### config.mk
export PLATFORM = sky130hd
export DESIGN_NAME = bssid_keyed_network_table_core
export DESIGN_NICKNAME = d
export VERILOG_FILES = /design/src/hdl/bknt_pkg.sv /design/src/hdl/bknt_ctrl.sv /design/src/hdl/bknt_dpath.sv /design/src/hdl/bssid_keyed_network_table_core.sv
export SDC_FILE = /design/constraint.sdc
export NUM_CORES = 1
export LEC_CHECK = 0
export CAP_MARGIN = 25
export CORE_MARGIN = 2
export CORE_UTILIZATION = 60
export CTS_CLUSTER_DIAMETER = 40
export CTS_CLUSTER_SIZE = 40
export DETAILED_ROUTE_END_ITERATION = 7
export DONT_BUFFER_PORTS = 1
export HOLD_SLACK_MARGIN = 0.12
export PLACE_DENSITY_LB_ADDON = 0.12
export SLEW_MARGIN = 20
export SYNTH_ARGS = -nofsm -noshare
export SYNTH_HDL_FRONTEND = slang
export SYNTH_SLANG_ARGS = --single-unit
### constraint.sdc
create_clock -name clk -period 16.94 [get_ports clk]
set_input_delay 1.694 -clock clk [delete_from_list [all_inputs] [get_ports clk]]
set_output_delay 1.694 -clock clk [all_outputs]
set_load 0.05 [all_outputs]
### src/hdl/bknt_pkg.sv
// Shared types and constants for the BSSID-keyed network table.
// Used by the controller, the datapath and the top level; depends on nothing.
`timescale 1ns / 1ps
`default_nettype none

package bknt_pkg;

  localparam int MAX_NETWORKS = 16;
  localparam int IDX_W        = $clog2(MAX_NETWORKS);
  localparam int CNT_W        = $clog2(MAX_NETWORKS + 1);
  localparam int KEY_W        = 48;
  localparam int BYTE_W       = 8;
  localparam int POS_W        = 4;

  typedef enum logic [1:0] {
    ST_IGNORED   = 2'd0,
    ST_REFRESHED = 2'd1,
    ST_APPENDED  = 2'd2,
    ST_DROPPED   = 2'd3
  } upd_status_t;

  // One stored network entry.
  typedef struct packed {
    logic [KEY_W-1:0]  key;
    logic [BYTE_W-1:0] signal;
    logic [BYTE_W-1:0] security;
    logic [BYTE_W-1:0] channel;
  } entry_t;

  // Commands from the controller to the datapath.
  typedef struct packed {
    logic        latch_item;
    logic        rd_en;
    logic        idx_inc;
    logic        wr_hit;
    logic        wr_append;
    logic        res_set;
    upd_status_t res_status;
    logic        res_found;
    logic        load_out;
  } cmd_t;

  // Status from the datapath to the controller.
  typedef struct packed {
    logic is_query;
    logic key_zero;
    logic key_match;
    logic pos_valid;
    logic idx_last;
    logic table_full;
    logic count_zero;
    logic out_free;
  } stat_t;

endpackage

`default_nettype wire

### src/hdl/bknt_ctrl.sv
// Controller state machine of the network table: sequences lookup, write and result.
// Depends on bknt_pkg for the command and status structs.
`timescale 1ns / 1ps
`default_nettype none

module bknt_ctrl (
  input  wire logic           clk,
  input  wire logic           rst,
  input  wire logic           in_valid,
  output logic                in_ready,
  input  wire bknt_pkg::stat_t stat,
  output bknt_pkg::cmd_t      cmd
);

  typedef enum logic [2:0] {
    S_IDLE,
    S_DECIDE,
    S_READ,
    S_CHECK,
    S_RESULT
  } state_t;

  state_t state;
  state_t state_next;

  assign in_ready = (state == S_IDLE);

  always_comb begin
    cmd        = '0;
    state_next = state;
    case (state)
      S_IDLE: begin
        if (in_valid) begin
          cmd.latch_item = 1'b1;
          state_next     = S_DECIDE;
        end
      end
      S_DECIDE: begin
        if (stat.is_query) begin
          if (stat.pos_valid) begin
            cmd.rd_en  = 1'b1;
            state_next = S_CHECK;
          end else begin
            cmd.res_set    = 1'b1;
            cmd.res_status = bknt_pkg::ST_IGNORED;
            state_next     = S_RESULT;
          end
        end else if (stat.key_zero) begin
          cmd.res_set    = 1'b1;
          cmd.res_status = bknt_pkg::ST_IGNORED;
          state_next     = S_RESULT;
        end else if (stat.count_zero) begin
          cmd.wr_append  = 1'b1;
          cmd.res_set    = 1'b1;
          cmd.res_status = bknt_pkg::ST_APPENDED;
          state_next     = S_RESULT;
        end else begin
          cmd.rd_en  = 1'b1;
          state_next = S_CHECK;
        end
      end
      S_READ: begin
        cmd.rd_en  = 1'b1;
        state_next = S_CHECK;
      end
      S_CHECK: begin
        if (stat.is_query) begin
          cmd.res_set    = 1'b1;
          cmd.res_status = bknt_pkg::ST_IGNORED;
          cmd.res_found  = 1'b1;
          state_next     = S_RESULT;
        end else if (stat.key_match) begin
          cmd.wr_hit     = 1'b1;
          cmd.res_set    = 1'b1;
          cmd.res_status = bknt_pkg::ST_REFRESHED;
          state_next     = S_RESULT;
        end else if (!stat.idx_last) begin
          cmd.idx_inc = 1'b1;
          state_next  = S_READ;
        end else if (stat.table_full) begin
          cmd.res_set    = 1'b1;
          cmd.res_status = bknt_pkg::ST_DROPPED;
          state_next     = S_RESULT;
        end else begin
          cmd.wr_append  = 1'b1;
          cmd.res_set    = 1'b1;
          cmd.res_status = bknt_pkg::ST_APPENDED;
          state_next     = S_RESULT;
        end
      end
      S_RESULT: begin
        if (stat.out_free) begin
          cmd.load_out = 1'b1;
          state_next   = S_IDLE;
        end
      end
      default: begin
        state_next = S_IDLE;
      end
    endcase
  end

  always_ff @(posedge clk) begin
    if (rst) begin
      state <= S_IDLE;
    end else begin
      state <= state_next;
    end
  end

  // A refresh and an append never target the table in the same cycle.
  a_one_write: assert property (@(posedge clk) disable iff (rst)
    !(cmd.wr_hit && cmd.wr_append))
    else $error("refresh and append issued together");

  // An append is only issued while the table still has room.
  a_append_room: assert property (@(posedge clk) disable iff (rst)
    cmd.wr_append |-> !stat.table_full)
    else $error("append issued on a full table");

  // A found query result comes only from a query whose position was valid.
  a_found_valid: assert property (@(posedge clk) disable iff (rst)
    (cmd.res_set && cmd.res_found) |-> (stat.is_query && stat.pos_valid))
    else $error("found reported for an invalid query");

endmodule

`default_nettype wire

### src/hdl/bknt_dpath.sv
// Datapath of the network table: item registers, entry memory, count, output register.
// Depends on bknt_pkg; driven by bknt_ctrl through cmd_t and reports through stat_t.
`timescale 1ns / 1ps
`default_nettype none

module bknt_dpath (
  input  wire logic                         clk,
  input  wire logic                         rst,
  input  wire bknt_pkg::cmd_t               cmd,
  output bknt_pkg::stat_t                   stat,
  input  wire logic                         operation,
  input  wire logic [bknt_pkg::KEY_W-1:0]   bssid,
  input  wire logic signed [bknt_pkg::BYTE_W-1:0] signal_strength,
  input  wire logic [bknt_pkg::BYTE_W-1:0]  security_type,
  input  wire logic [bknt_pkg::BYTE_W-1:0]  radio_channel,
  input  wire logic [bknt_pkg::POS_W-1:0]   position,
  output logic                              out_valid,
  input  wire logic                         out_ready,
  output logic [1:0]                        update_status,
  output logic                              found,
  output logic [bknt_pkg::CNT_W-1:0]        entry_total,
  output logic [bknt_pkg::KEY_W-1:0]        bssid_out,
  output logic signed [bknt_pkg::BYTE_W-1:0] signal_out,
  output logic [bknt_pkg::BYTE_W-1:0]       security_out,
  output logic [bknt_pkg::BYTE_W-1:0]       channel_out
);

  // Latched item.
  logic                          item_query;
  bknt_pkg::entry_t              item_entry;
  logic [bknt_pkg::POS_W-1:0]    item_pos;

  // Table state.
  bknt_pkg::entry_t              mem [bknt_pkg::MAX_NETWORKS];
  bknt_pkg::entry_t              rd_data;
  logic [bknt_pkg::IDX_W-1:0]    idx;
  logic [bknt_pkg::CNT_W-1:0]    count;

  // Staged result.
  logic [1:0]                    res_status;
  logic                          res_found;
  bknt_pkg::entry_t              res_entry;
  bknt_pkg::entry_t              out_entry;

  always_ff @(posedge clk) begin
    if (cmd.latch_item) begin
      item_query          <= operation;
      item_entry.key      <= bssid;
      item_entry.signal   <= signal_strength;
      item_entry.security <= security_type;
      item_entry.channel  <= radio_channel;
      item_pos            <= position;
    end
  end

  // Walk index: starts at the queried position or at the first entry.
  always_ff @(posedge clk) begin
    if (cmd.latch_item) begin
      idx <= operation ? bknt_pkg::IDX_W'(position) : '0;
    end else if (cmd.idx_inc) begin
      idx <= idx + 1'b1;
    end
  end

  always_ff @(posedge clk) begin
    if (cmd.wr_hit) begin
      mem[idx] <= item_entry;
    end else if (cmd.wr_append) begin
      mem[count[bknt_pkg::IDX_W-1:0]] <= item_entry;
    end
    if (cmd.rd_en) begin
      rd_data <= mem[idx];
    end
  end

  always_ff @(posedge clk) begin
    if (rst) begin
      count <= '0;
    end else if (cmd.wr_append) begin
      count <= count + 1'b1;
    end
  end

  always_ff @(posedge clk) begin
    if (cmd.res_set) begin
      res_status <= cmd.res_status;
      res_found  <= cmd.res_found;
      res_entry  <= cmd.res_found ? rd_data : '0;
    end
  end

  always_ff @(posedge clk) begin
    if (rst) begin
      out_valid <= 1'b0;
    end else if (cmd.load_out) begin
      out_valid <= 1'b1;
    end else if (out_ready) begin
      out_valid <= 1'b0;
    end
  end

  always_ff @(posedge clk) begin
    if (cmd.load_out) begin
      update_status <= res_status;
      found         <= res_found;
      entry_total   <= count;
      out_entry     <= res_entry;
    end
  end

  assign bssid_out    = out_entry.key;
  assign signal_out   = $signed(out_entry.signal);
  assign security_out = out_entry.security;
  assign channel_out  = out_entry.channel;

  always_comb begin
    stat.is_query   = item_query;
    stat.key_zero   = (item_entry.key == '0);
    stat.key_match  = (rd_data.key == item_entry.key);
    stat.pos_valid  = (bknt_pkg::CNT_W'(item_pos) < count);
    stat.idx_last   = ((bknt_pkg::CNT_W'(idx) + 1'b1) >= count);
    stat.table_full = (count == bknt_pkg::CNT_W'(bknt_pkg::MAX_NETWORKS));
    stat.count_zero = (count == '0);
    stat.out_free   = !out_valid || out_ready;
  end

  // The entry count never passes the table size.
  a_count_max: assert property (@(posedge clk) disable iff (rst)
    count <= bknt_pkg::CNT_W'(bknt_pkg::MAX_NETWORKS))
    else $error("entry count beyond table size");

  // An append raises the count by exactly one.
  a_count_step: assert property (@(posedge clk) disable iff (rst)
    cmd.wr_append |=> count == $past(count) + 1'b1)
    else $error("append did not raise the count by one");

  // A new result is loaded only when the output register is free.
  a_load_free: assert property (@(posedge clk) disable iff (rst)
    cmd.load_out |-> (!out_valid || out_ready))
    else $error("result overwrote a pending transaction");

endmodule

`default_nettype wire

### src/hdl/bssid_keyed_network_table_core.sv
// A query with a valid position reads its entry and returns it; a query past the count,
// a zero key or an append to an empty table goes straight to the result; other updates
// walk the stored keys, with one registered read, then one compare, per key.
// One item is in work at a time; the next input transaction is taken in the cycle after its
// result is loaded, and loading waits while an earlier result is still pending.
// Reset clears the state machine, entry count and output valid; entries stay undefined.
`timescale 1ns / 1ps
`default_nettype none

module bssid_keyed_network_table_core (
  input  wire logic                         clk,
  input  wire logic                         rst,
  input  wire logic                         in_valid,
  output logic                              in_ready,
  input  wire logic                         operation,
  input  wire logic [bknt_pkg::KEY_W-1:0]   bssid,
  input  wire logic signed [bknt_pkg::BYTE_W-1:0] signal_strength,
  input  wire logic [bknt_pkg::BYTE_W-1:0]  security_type,
  input  wire logic [bknt_pkg::BYTE_W-1:0]  radio_channel,
  input  wire logic [bknt_pkg::POS_W-1:0]   position,
  output logic                              out_valid,
  input  wire logic                         out_ready,
  output logic [1:0]                        update_status,
  output logic                              found,
  output logic [bknt_pkg::CNT_W-1:0]        entry_total,
  output logic [bknt_pkg::KEY_W-1:0]        bssid_out,
  output logic signed [bknt_pkg::BYTE_W-1:0] signal_out,
  output logic [bknt_pkg::BYTE_W-1:0]       security_out,
  output logic [bknt_pkg::BYTE_W-1:0]       channel_out
);

  // The controller walks the stored keys one at a time; the datapath holds the
  // item, the entry memory with its registered read port, the entry count and
  // the output register. Because the output register is separate, a new input
  // transaction is taken while the previous result still waits to be taken.
  bknt_pkg::cmd_t  cmd;
  bknt_pkg::stat_t stat;

  bknt_ctrl u_ctrl (
    .clk      (clk),
    .rst      (rst),
    .in_valid (in_valid),
    .in_ready (in_ready),
    .stat     (stat),
    .cmd      (cmd)
  );

  bknt_dpath u_dpath (
    .clk             (clk),
    .rst             (rst),
    .cmd             (cmd),
    .stat            (stat),
    .operation       (operation),
    .bssid           (bssid),
    .signal_strength (signal_strength),
    .security_type   (security_type),
    .radio_channel   (radio_channel),
    .position        (position),
    .out_valid       (out_valid),
    .out_ready       (out_ready),
    .update_status   (update_status),
    .found           (found),
    .entry_total     (entry_total),
    .bssid_out       (bssid_out),
    .signal_out      (signal_out),
    .security_out    (security_out),
    .channel_out     (channel_out)
  );

endmodule

`default_nettype wire

; Word-level counts from Yosys, hierarchy flattened
; Memory sizes are Yosys's and may differ from the RTL's. A register that Yosys moved wholly into a read port is not among the register bits.
; Cells that the tools add are included.
[totals]
ff_bits = 245
ramBits = 1152
output_inout_bits = 82
word_cells = 98
n_memories = 1
[mem_list]
columns = memory, words, width, rd, rd_ports_with_merged_regs, write_ports, line
row1 = u_dpath.mem, 16, 72, 1, 1, 1, bknt_dpath.sv:34  ; bknt_pkg::entry_t mem [bknt_pkg::MAX_NETWORKS];
[op_classes]
n_addsub = 3
n_lt_le_gt_ge = 2
eq_ne = 8
n_mux = 52
reduce_logical = 9
[op_table]
columns = op, count
row1 = two-way mux 72 bit, 1
row2 = OR reduction 72 bit, 1
row3 = equality test 48 bit, 1
row4 = logical NOT 48 bit, 1
row5 = two-way mux 3 bit, 15
row6 = two-way mux 1 bit, 26
row7 = two-way mux 4 bit, 6
row8 = one-hot mux 3 bit (5 select lines), 1
row9 = one-hot mux 4 bit (2 select lines), 1
row10 = "equality test 3 x 2 -> 1 bit, second input constant", 2
row11 = "adder 4 x 1 -> 5 bit, second input constant", 1
row12 = "adder 5 x 1 -> 5 bit, second input constant", 1
row13 = "equality test 5 bit, second input constant", 1
row14 = >= comparator 5 bit, 1
row15 = logical NOT 5 bit, 1
row16 = less-than comparator 4 x 5 -> 1 bit, 1
row17 = "adder 4 x 1 -> 4 bit, second input constant", 1
row18 = "inequality test 2 bit, second input constant", 2
row19 = nonzero test 2 bit, 2
row20 = "equality test 3 x 1 -> 1 bit, second input constant", 1
row21 = "equality test 3 bit, second input constant", 1
row22 = logical NOT 3 bit, 1
row23 = two-way mux 2 bit, 1
row24 = one-hot mux 1 bit (2 select lines), 1
row25 = other kinds (3), 3

; Depth between registers and ports, before layout
; Gate-level depths: netlist (run 1).
[depth]
word_depth = 11
depth_mapped = 13
ltp_nobuf = 9

; Cells and area by module
; Synthesis (run 1) repeated with hierarchy kept, for this count alone.
[unflattened]
hier_cells = 2212
area_unflattened_um2 = 54619.9
[modules_own_cells]
columns = mod, instances, cells_per_inst, area_each_um2, seq_area_each_um2
row1 = bknt_dpath, 1, 2172, 54333.4, 43962.2
row2 = bknt_ctrl, 1, 40, 286.5, 60.1

; Worst setup path before layout (run 1)
; No wires, ideal clock.
[synth_path]
path_type = flip-flop to flip-flop
start = reg u_dpath.idx[1] in the netlist's numbering
end = reg u_dpath.res_entry[0] in the netlist's numbering (enable)
setup_ns = 0.644
arrival_time_ns = 8.338
t_required_ns = 16.296
path_slack_ns = 7.958
path_stages_with_launch = 11
n_path_buf = 3
cell_sequence = edfxtp_1 > clkbuf_1 > clkbuf_1 > clkbuf_1 > nand3_1 > xnor2_1 > ha_1 > a21oi_1 > a21boi_0 > nor2_1 > a311oi_1
[synth_rtl]
columns = item, line
row1 = start: declaration, bknt_dpath.sv:36  ; logic [bknt_pkg::IDX_W-1:0] idx;
row2 = start signal: assignment, bknt_dpath.sv:59  ; idx <= operation ? bknt_pkg::IDX_W'(position) : '0;
row3 = start signal: assignment, bknt_dpath.sv:61  ; idx <= idx + 1'b1;
row4 = end signal: assignment, bknt_dpath.sv:88  ; res_entry <= cmd.res_found ? rd_data : '0;
row5 = end: declaration, bknt_dpath.sv:42  ; bknt_pkg::entry_t res_entry;

; Final worst setup path (run 1)
[layout_path]
start = reg u_dpath.idx[1] in the netlist's numbering
end = mem u_dpath.mem[8][70] in the netlist's numbering (enable)
[layout_between]
elab_chain_cells = 11
word_cells_on_any_way = 12
[layout_rtl]
columns = item, line
row1 = adder 4 x 1 -> 5 bit, bknt_dpath.sv:121  ; stat.idx_last = ((bknt_pkg::CNT_W'(idx) + 1'b1) >= count);
row2 = >= comparator 5 bit, bknt_dpath.sv:121
row3 = two-way mux 4 bit, bknt_ctrl.sv:77  ; end else if (!stat.idx_last) begin
row4 = two-way mux 1 bit, bknt_ctrl.sv:72  ; end else if (stat.key_match) begin
row5 = two-way mux 3 bit, bknt_ctrl.sv:67  ; if (stat.is_query) begin
row6 = one-hot mux 4 bit (2 select lines), bknt_ctrl.sv:31  ; case (state)
row7 = two-way mux 1 bit, bknt_dpath.sv:68  ; end else if (cmd.wr_append) begin
row8 = two-way mux 1 bit, bknt_dpath.sv:66  ; if (cmd.wr_hit) begin
row9 = two-way mux 1 bit (implied by the code), bknt_dpath.sv:69  ; mem[count[bknt_pkg::IDX_W-1:0]] <= item_entry;
row10 = OR reduction 72 bit (no line), --
row11 = two-way mux 4 bit (no line) / two-way mux 1 bit (equally long branches), --
row12 = end: declaration, bknt_dpath.sv:34
; Parallel ways exist; a longest one is shown, timed or not.

==> reports/metrics.yaml, run 1 <==
outcome:
  status: "finished, violations left"
  violations: "design-rule violations"
worst_setup_path:
  arrival_ps: 6600
  reg2regPathDepth: 13
  crit_end: "u_dpath.mem[8][70]"
  crit_type: "reg -> reg"
  r2r_slack_ps: 10700
  path_max_fanout: 139
  start_kind: "flip-flop"
  r2r-end: "u_dpath.mem[8][70]"
  cp-startpoint: "u_dpath.idx[1]"
  worst_setup_path_end_kind: "flip-flop"
  worstPathRequired_ps: 17300
  reg2reg_from: "u_dpath.idx[1]"
timing:
  grt_setup_unrepaired: "false"
  fin_tns_setup_ps: 0
  tightest_slew_ps: 1073
  fmax_mhz: 160.2
  relSlewSlack: 0.2849
  finalSetupViolations: 0
  skew_ps: 36.14
  min_period_ps: 6243
  whs_ps: 414.1
  post-route-period-util: 0.3685
  timing.final.hold_violations: 0
  slew_viol_final: 0
clock_tree:
  cts_resized: 0
  cts_tree: "built"
  cts_inserted_buffers: 153
  root_buffer: "clkbuf_16"
  clkSlewWorstSetupHoldPaths_ps: 60
  cts_setup_buffers: 0
  clk_latency_ps: 760
  max-clock-path-buffers: 3
  htreeDepth: 4
  cts.sinks: 1469
  hold_buffers: 0
finish:
  areaGrowthSynthToFinish_pct: 13.06
  drive_gt1_frac: 0.2849
  final_area_um2: 61830
  nFillCells: 5350
  fin_nets: 2463
global_routing:
  grt_max_degree: 140
  grt_pass1_vias: 24790
  grt_overflow: 0
  antenna_found_initial: 14
  grt_pass1_wl_um: 173800
  grt_util_all_layers: 0.2616
placement:
  io_buffers: 0
  post-dp-hpwl_um: 63000
  place_congestion: 0.8564
  dpl_cell_area_um2: 56400
pwr:
  ir_worst_vdd_mv: 0.1048
  p_leak_nw: 19.41
  finalPower_mw: 8.281
  power_density_nw_per_um2: 133.9
floorplan:
  die_width_um: 305.9
  num_rows: 110
  die_area_um2: 93570
  io_pins: 163
  core-area_um2: 90150
  fp.dieH_um: 305.9
  start_util: 0.6066
yosys:
  synth_common_cells: "edfxtp_1 (1460), mux4_2 (360), and2_1 (71), clkbuf_1 (66), xor2_1 (49)"
  synthesis.nets: 2342
  yosysTopAreaCell: "edfxtp_1"
  yosysSeqAreaShare: 0.8050
  synth-edff-count: 1460
  yosys_warnings: 0
  yosysMostFrequentCell: "edfxtp_1"
  synth_area_um2: 54680
  synth_ff_type: "edfxtp_1"
  synthDistinctLibCells: 49
  netlist_top_cells_area: "edfxtp_1 (80%), mux4_2 (15%), and2_1 (0.81%), xor2_1 (0.78%), clkbuf_1 (0.45%)"
  avgSynthCellArea_um2: 24.30
  synth-seq-cells: 1469
  yosys.area.top_type_share: 0.8017
  async_flop_share: 0
  netlist_instances: 2250
route:
  wl_per_cell_um: 32.37
  drt-total-wl_um: 119200
  ant_nets: 0
  drt-initial-drc-count: 2873
  first_pass_iters: 8
  drc: 6
  via_count: 24380
  viasPerCell: 6.622
worst_hold_path:
  min_path_cells: 0
  hp-class: "reg -> reg"
run:
  cap_violations: 0
worst min-delay path by stage:
stage	start	end
after floorplan	u_dpath.res_entry[24]	u_dpath.bssid_out[0]
after global placement	u_dpath.res_entry[28]	u_dpath.bssid_out[4]
after detailed placement	u_dpath.res_entry[40]	u_dpath.bssid_out[16]
after CTS	u_dpath.res_entry[3]	u_dpath.channel_out[3]
after global routing	u_dpath.res_entry[42]	u_dpath.bssid_out[18]
final	u_dpath.res_entry[3]	u_dpath.channel_out[3]
state kept, by name, indices dropped and copies added, names as in the netlist, 4 cells and up:
name                  flops
u_dpath.mem            1152
u_dpath.item_entry       72
u_dpath.rd_data          72
u_dpath.res_entry        72
u_dpath.bssid_out        48
u_dpath.channel_out       8
u_dpath.security_out      8
u_dpath.signal_out        8
u_dpath.count             5
u_dpath.entry_total       5
u_dpath.idx               4
u_dpath.item_pos          4
where the power goes:
group	switching, mW	internal, mW	leakage, nW
clock	1.45	2.01	2.59
combinational	0.309	0.279	3.46
sequential	0.113	4.12	13.4
cells by family after synthesis:
group	share of synthesized area
adder cells (fa/ha/maj)	0.002517
buffers and inverters	0.008031
flip-flops	0.8050
XOR/XNOR	0.008008
AND/OR/NAND/NOR	0.01979
AO/OA/AOI/OAI	0.007574
multiplexers	0.1491
routing by layer:
metal	track usage	share of wire
met2	0.4134	0.49
met1	0.3826	0.40
met4	0.06954	0.020
met3	0.05316	0.081
met5	0	0.00038
stage by stage:
| step | utilization | worst slack [ps] | instances |
|---|---|---|---|
| CTS | 0.6846 | 10540 | 3672 |
| floorplan | - | 7958 | 2250 |
| global placement | 0.6254 | 10650 | 3384 |
| global route | 0.6858 | 10290 | 3679 |
| finish | 0.6858 | 10700 | 3682 |
| detailed placement | 0.6256 | 10580 | 3385 |
layout make-up:
| class | count | area (um2) | area share |
|---|---|---|---|
| clock inverters | 112 | 1236 | 0.01999 |
| multi-input cells | 675 | 10400 | 0.1682 |
| diodes | 3 | 7.507 | 0.0001214 |
| repair buffers | 65 | 581.8 | 0.009410 |
| well taps | 1176 | 1471 | 0.02380 |
| inverters | 7 | 28.78 | 0.0004654 |
| clock buffers | 175 | 4080 | 0.06599 |
| flip-flops and latches | 1469 | 44020 | 0.7120 |
critical path: stages (launching register included):
cell and delay, ps:
edfxtp_1 330, buf_4 500, buf_12 670, nand3_1 190, xnor2_1 210, ha_1 360
a21oi_1 80, a21boi_0 350, o21a_1 380, o31a_2 260, nand3_1 210, a22oi_2 940
buf_4 600, buf_4 570
placed cells by master (no fill, tap or decap), types with 5 or more instances in the layout:
master	count
o21ai_0	7
buf_4	52
nand2b_1	9
inv_1	6
clkinv_8	5
clkinvlp_4	7
clkinv_2	14
xor2_1	49
clkbuf_1	13
bufinv_16	15
nor2_1	26
mux4_2	360
nor4_1	26
buf_6	7
clkinv_1	16
inv_6	24
a22oi_2	12
nand2_1	16
clkbuf_16	160
edfxtp_1	1460
and2_1	71
inv_8	13
clkinv_4	17
dfxtp_1	9
nor3_1	9
a21oi_1	11
nand3_1	9
ha_1	11
nand4_1	9
Power figures use the tool's default switching activity.
==> inputs of run 2 (changes only) <==
==> constraint.sdc (replaced) <==
create_clock -name clk -period 6.1 [get_ports clk]
set_input_delay 0.61 -clock clk [delete_from_list [all_inputs] [get_ports clk]]
set_output_delay 0.61 -clock clk [all_outputs]
set_load 0.05 [all_outputs]
==> run 2 against run 1 <==
Against the previous run: the flow now finishes without violations; critical path depth fell by 6; combinational power rose to 2.9 times the previous value; via count rose by 0.60%; sequential cell count did not move.
==> reports/metrics.yaml, run 2 (synthesis results as in run 1) <==
outcome:
  status: "completed"  # was finished, violations left
finish:
  fin_nets: 2542  # was 2463
  final_cell_mix: "edfxtp_1 (1460), mux4_2 (360), clkbuf_16 (159)"  # was edfxtp_1 (1460), mux4_2 (360), clkbuf_16 (160)
  final_area_um2: 62690  # was 61830 um2
  top_register: "u_dpath.mem"  # unchanged
  drive_gt1_frac: 0.2761  # was 0.2849
  regArea_um2: 44020  # unchanged
  nFillCells: 5240  # was 5350
  largest_reg_flops: 1152  # unchanged
  areaGrowthSynthToFinish_pct: 14.64  # was 13.06%
  mostFrequentLayoutCell: "edfxtp_1"  # unchanged
  multiInputGateArea_um2: 10410  # was 10400 um2
  postLayoutCoreUtil: 0.6954  # was 0.6858
route:
  viasPerCell: 6.530  # was 6.622
  drt-initial-drc-count: 3071  # was 2873
  via_count: 24530  # was 24380
  wl_per_cell_um: 31.62  # was 32.37 um
  ant_nets: 0  # unchanged
  drc: 0  # was 6
  first_pass_iters: 5  # was 8
  drt-total-wl_um: 118800  # was 119200 um
worst_setup_path:
  worstPathRequired_ps: 6460  # was 17300 ps
  arrival_ps: 5030  # was 6600 ps
  path_max_fanout: 55  # was 139
  crit_type: "reg -> reg"  # unchanged
  worst_setup_path_end_kind: "flip-flop"  # unchanged
  start_kind: "flip-flop"  # unchanged
clock_tree:
  cts_inserted_buffers: 155  # was 153
  cts_setup_buffers: 0  # unchanged
  cts_tree: "built"  # unchanged
  clk_latency_ps: 760  # about the same
  root_buffer: "clkbuf_16"  # unchanged
  max-clock-path-buffers: 3  # unchanged
  clkSlewWorstSetupHoldPaths_ps: 60  # about the same
  cts_resized: 0  # unchanged
  cts.sinks: 1469  # unchanged
  htreeDepth: 4  # unchanged
  hold_buffers: 80  # was 0
timing:
  min_period_ps: 4670  # was 6243 ps
  tightest_slew_ps: 1249  # was 1073 ps
  skew_ps: 26.80  # was 36.14 ps
  grt_setup_unrepaired: "false"  # unchanged
  post-route-period-util: 0.7655  # was 0.3685
  finalSetupViolations: 0  # unchanged
  relSlewSlack: 0.1674  # was 0.2849
  fmax_mhz: 214.1  # was 160.2 MHz
  timing.final.hold_violations: 0  # unchanged
  slew_viol_final: 0  # unchanged
pwr:
  p_leak_nw: 19.73  # was 19.41 nW
  finalPower_mw: 23.06  # was 8.281 mW
  power_density_nw_per_um2: 367.8  # was 133.9 nW/um2
  ir_worst_vdd_mv: 0.3138  # was 0.1048 mV
global_routing:
  grt_overflow: 0  # unchanged
  grt_pass1_vias: 25040  # was 24790
  grt_pass1_wl_um: 173100  # was 173800 um
  grt_max_degree: 153  # was 140
  grt_util_all_layers: 0.2608  # was 0.2616
  antenna_found_initial: 6  # was 14
placement:
  dpl_cell_area_um2: 56500  # was 56400 um2
  io_buffers: 0  # unchanged
  place_congestion: 0.8390  # was 0.8564
  post-dp-hpwl_um: 61260  # was 63000 um
floorplan:
  start_util: 0.6066  # unchanged
  num_rows: 110  # unchanged
  io_pins: 163  # unchanged
  core-area_um2: 90150  # unchanged
  die_width_um: 305.9  # unchanged
  die_area_um2: 93570  # unchanged
  fp.dieH_um: 305.9  # unchanged
run:
  cap_violations: 0  # unchanged
worst_hold_path:
  hp-class: "in -> reg"  # was reg -> reg
-- run 2: cell count changes in the layout (fill, tap and decap cells not counted), sizes merged --
cell | before | now
clkinv | 52 | 47
dlygate4sd3 | 0 | 80
inv | 45 | 44
buf | 64 | 62
diode | 3 | 1
clkinvlp | 7 | 10
bufinv | 15 | 16
-- run 2: layout make-up --
class | count | share of cell area
clock inverters | 110 | 0.02042
repair buffers | 142 | 0.02291
well taps | 1176 | 0.02347
inverters | 7 | 0.0004590
multi-input cells | 675 | 0.1660
flip-flops and latches | 1469 | 0.7022
diodes | 1 | 0.00003992
clock buffers | 176 | 0.06449
-- run 2: worst max-delay path, stage by stage (launching register included) --
cell and delay (ps):
edfxtp_1 620, xor2_1 230, nor4_1 640, nand4_1 480, or3_1 700, or4_4 540, a22oi_2 200, buf_4 800
-- run 2: report_power, final --
group          internal (mW)  switching (mW)
Sequential              11.4           0.318
Combinational          0.816           0.862
Clock                   5.59            4.03
-- run 2: routing by layer --
metal / up-vias / part of all wire / GRT usage
met3: 181 / 0.077 / 0.05226
li1: 10040 / - / -
met2: 1187 / 0.50 / 0.4146
met5: - / 0.00058 / 0
met1: 13110 / 0.41 / 0.3806
met4: 10 / 0.019 / 0.06748
-- run 2: worst paths after layout --
check	startpoint	end	slack, ps	depth (start not counted)
setup / recovery	u_dpath.item_entry[30]	u_dpath.mem[0][24]	1430	7
hold / removal	out_ready	u_ctrl.state[2]	310	4
setup reg to reg	u_dpath.item_entry[30]	u_dpath.mem[0][24]	1430	7
hold reg to reg	u_dpath.res_entry[23]	u_dpath.signal_out[7]	410	0
-- run 2: through the flow --
step           hold WS, ps  instances  TNS [ps]  setup WS, ps
6_report             314.1       3756         0          1430
5_1_grt              300.1       3756         0          1343
4_1_cts              260.9       3752         0          1326
3_5_place_dp         404.5       3386         0          1356
3_3_place_gp         400.4       3385         0          1426
2_1_floorplan        400.3       2250   -725320         -2757
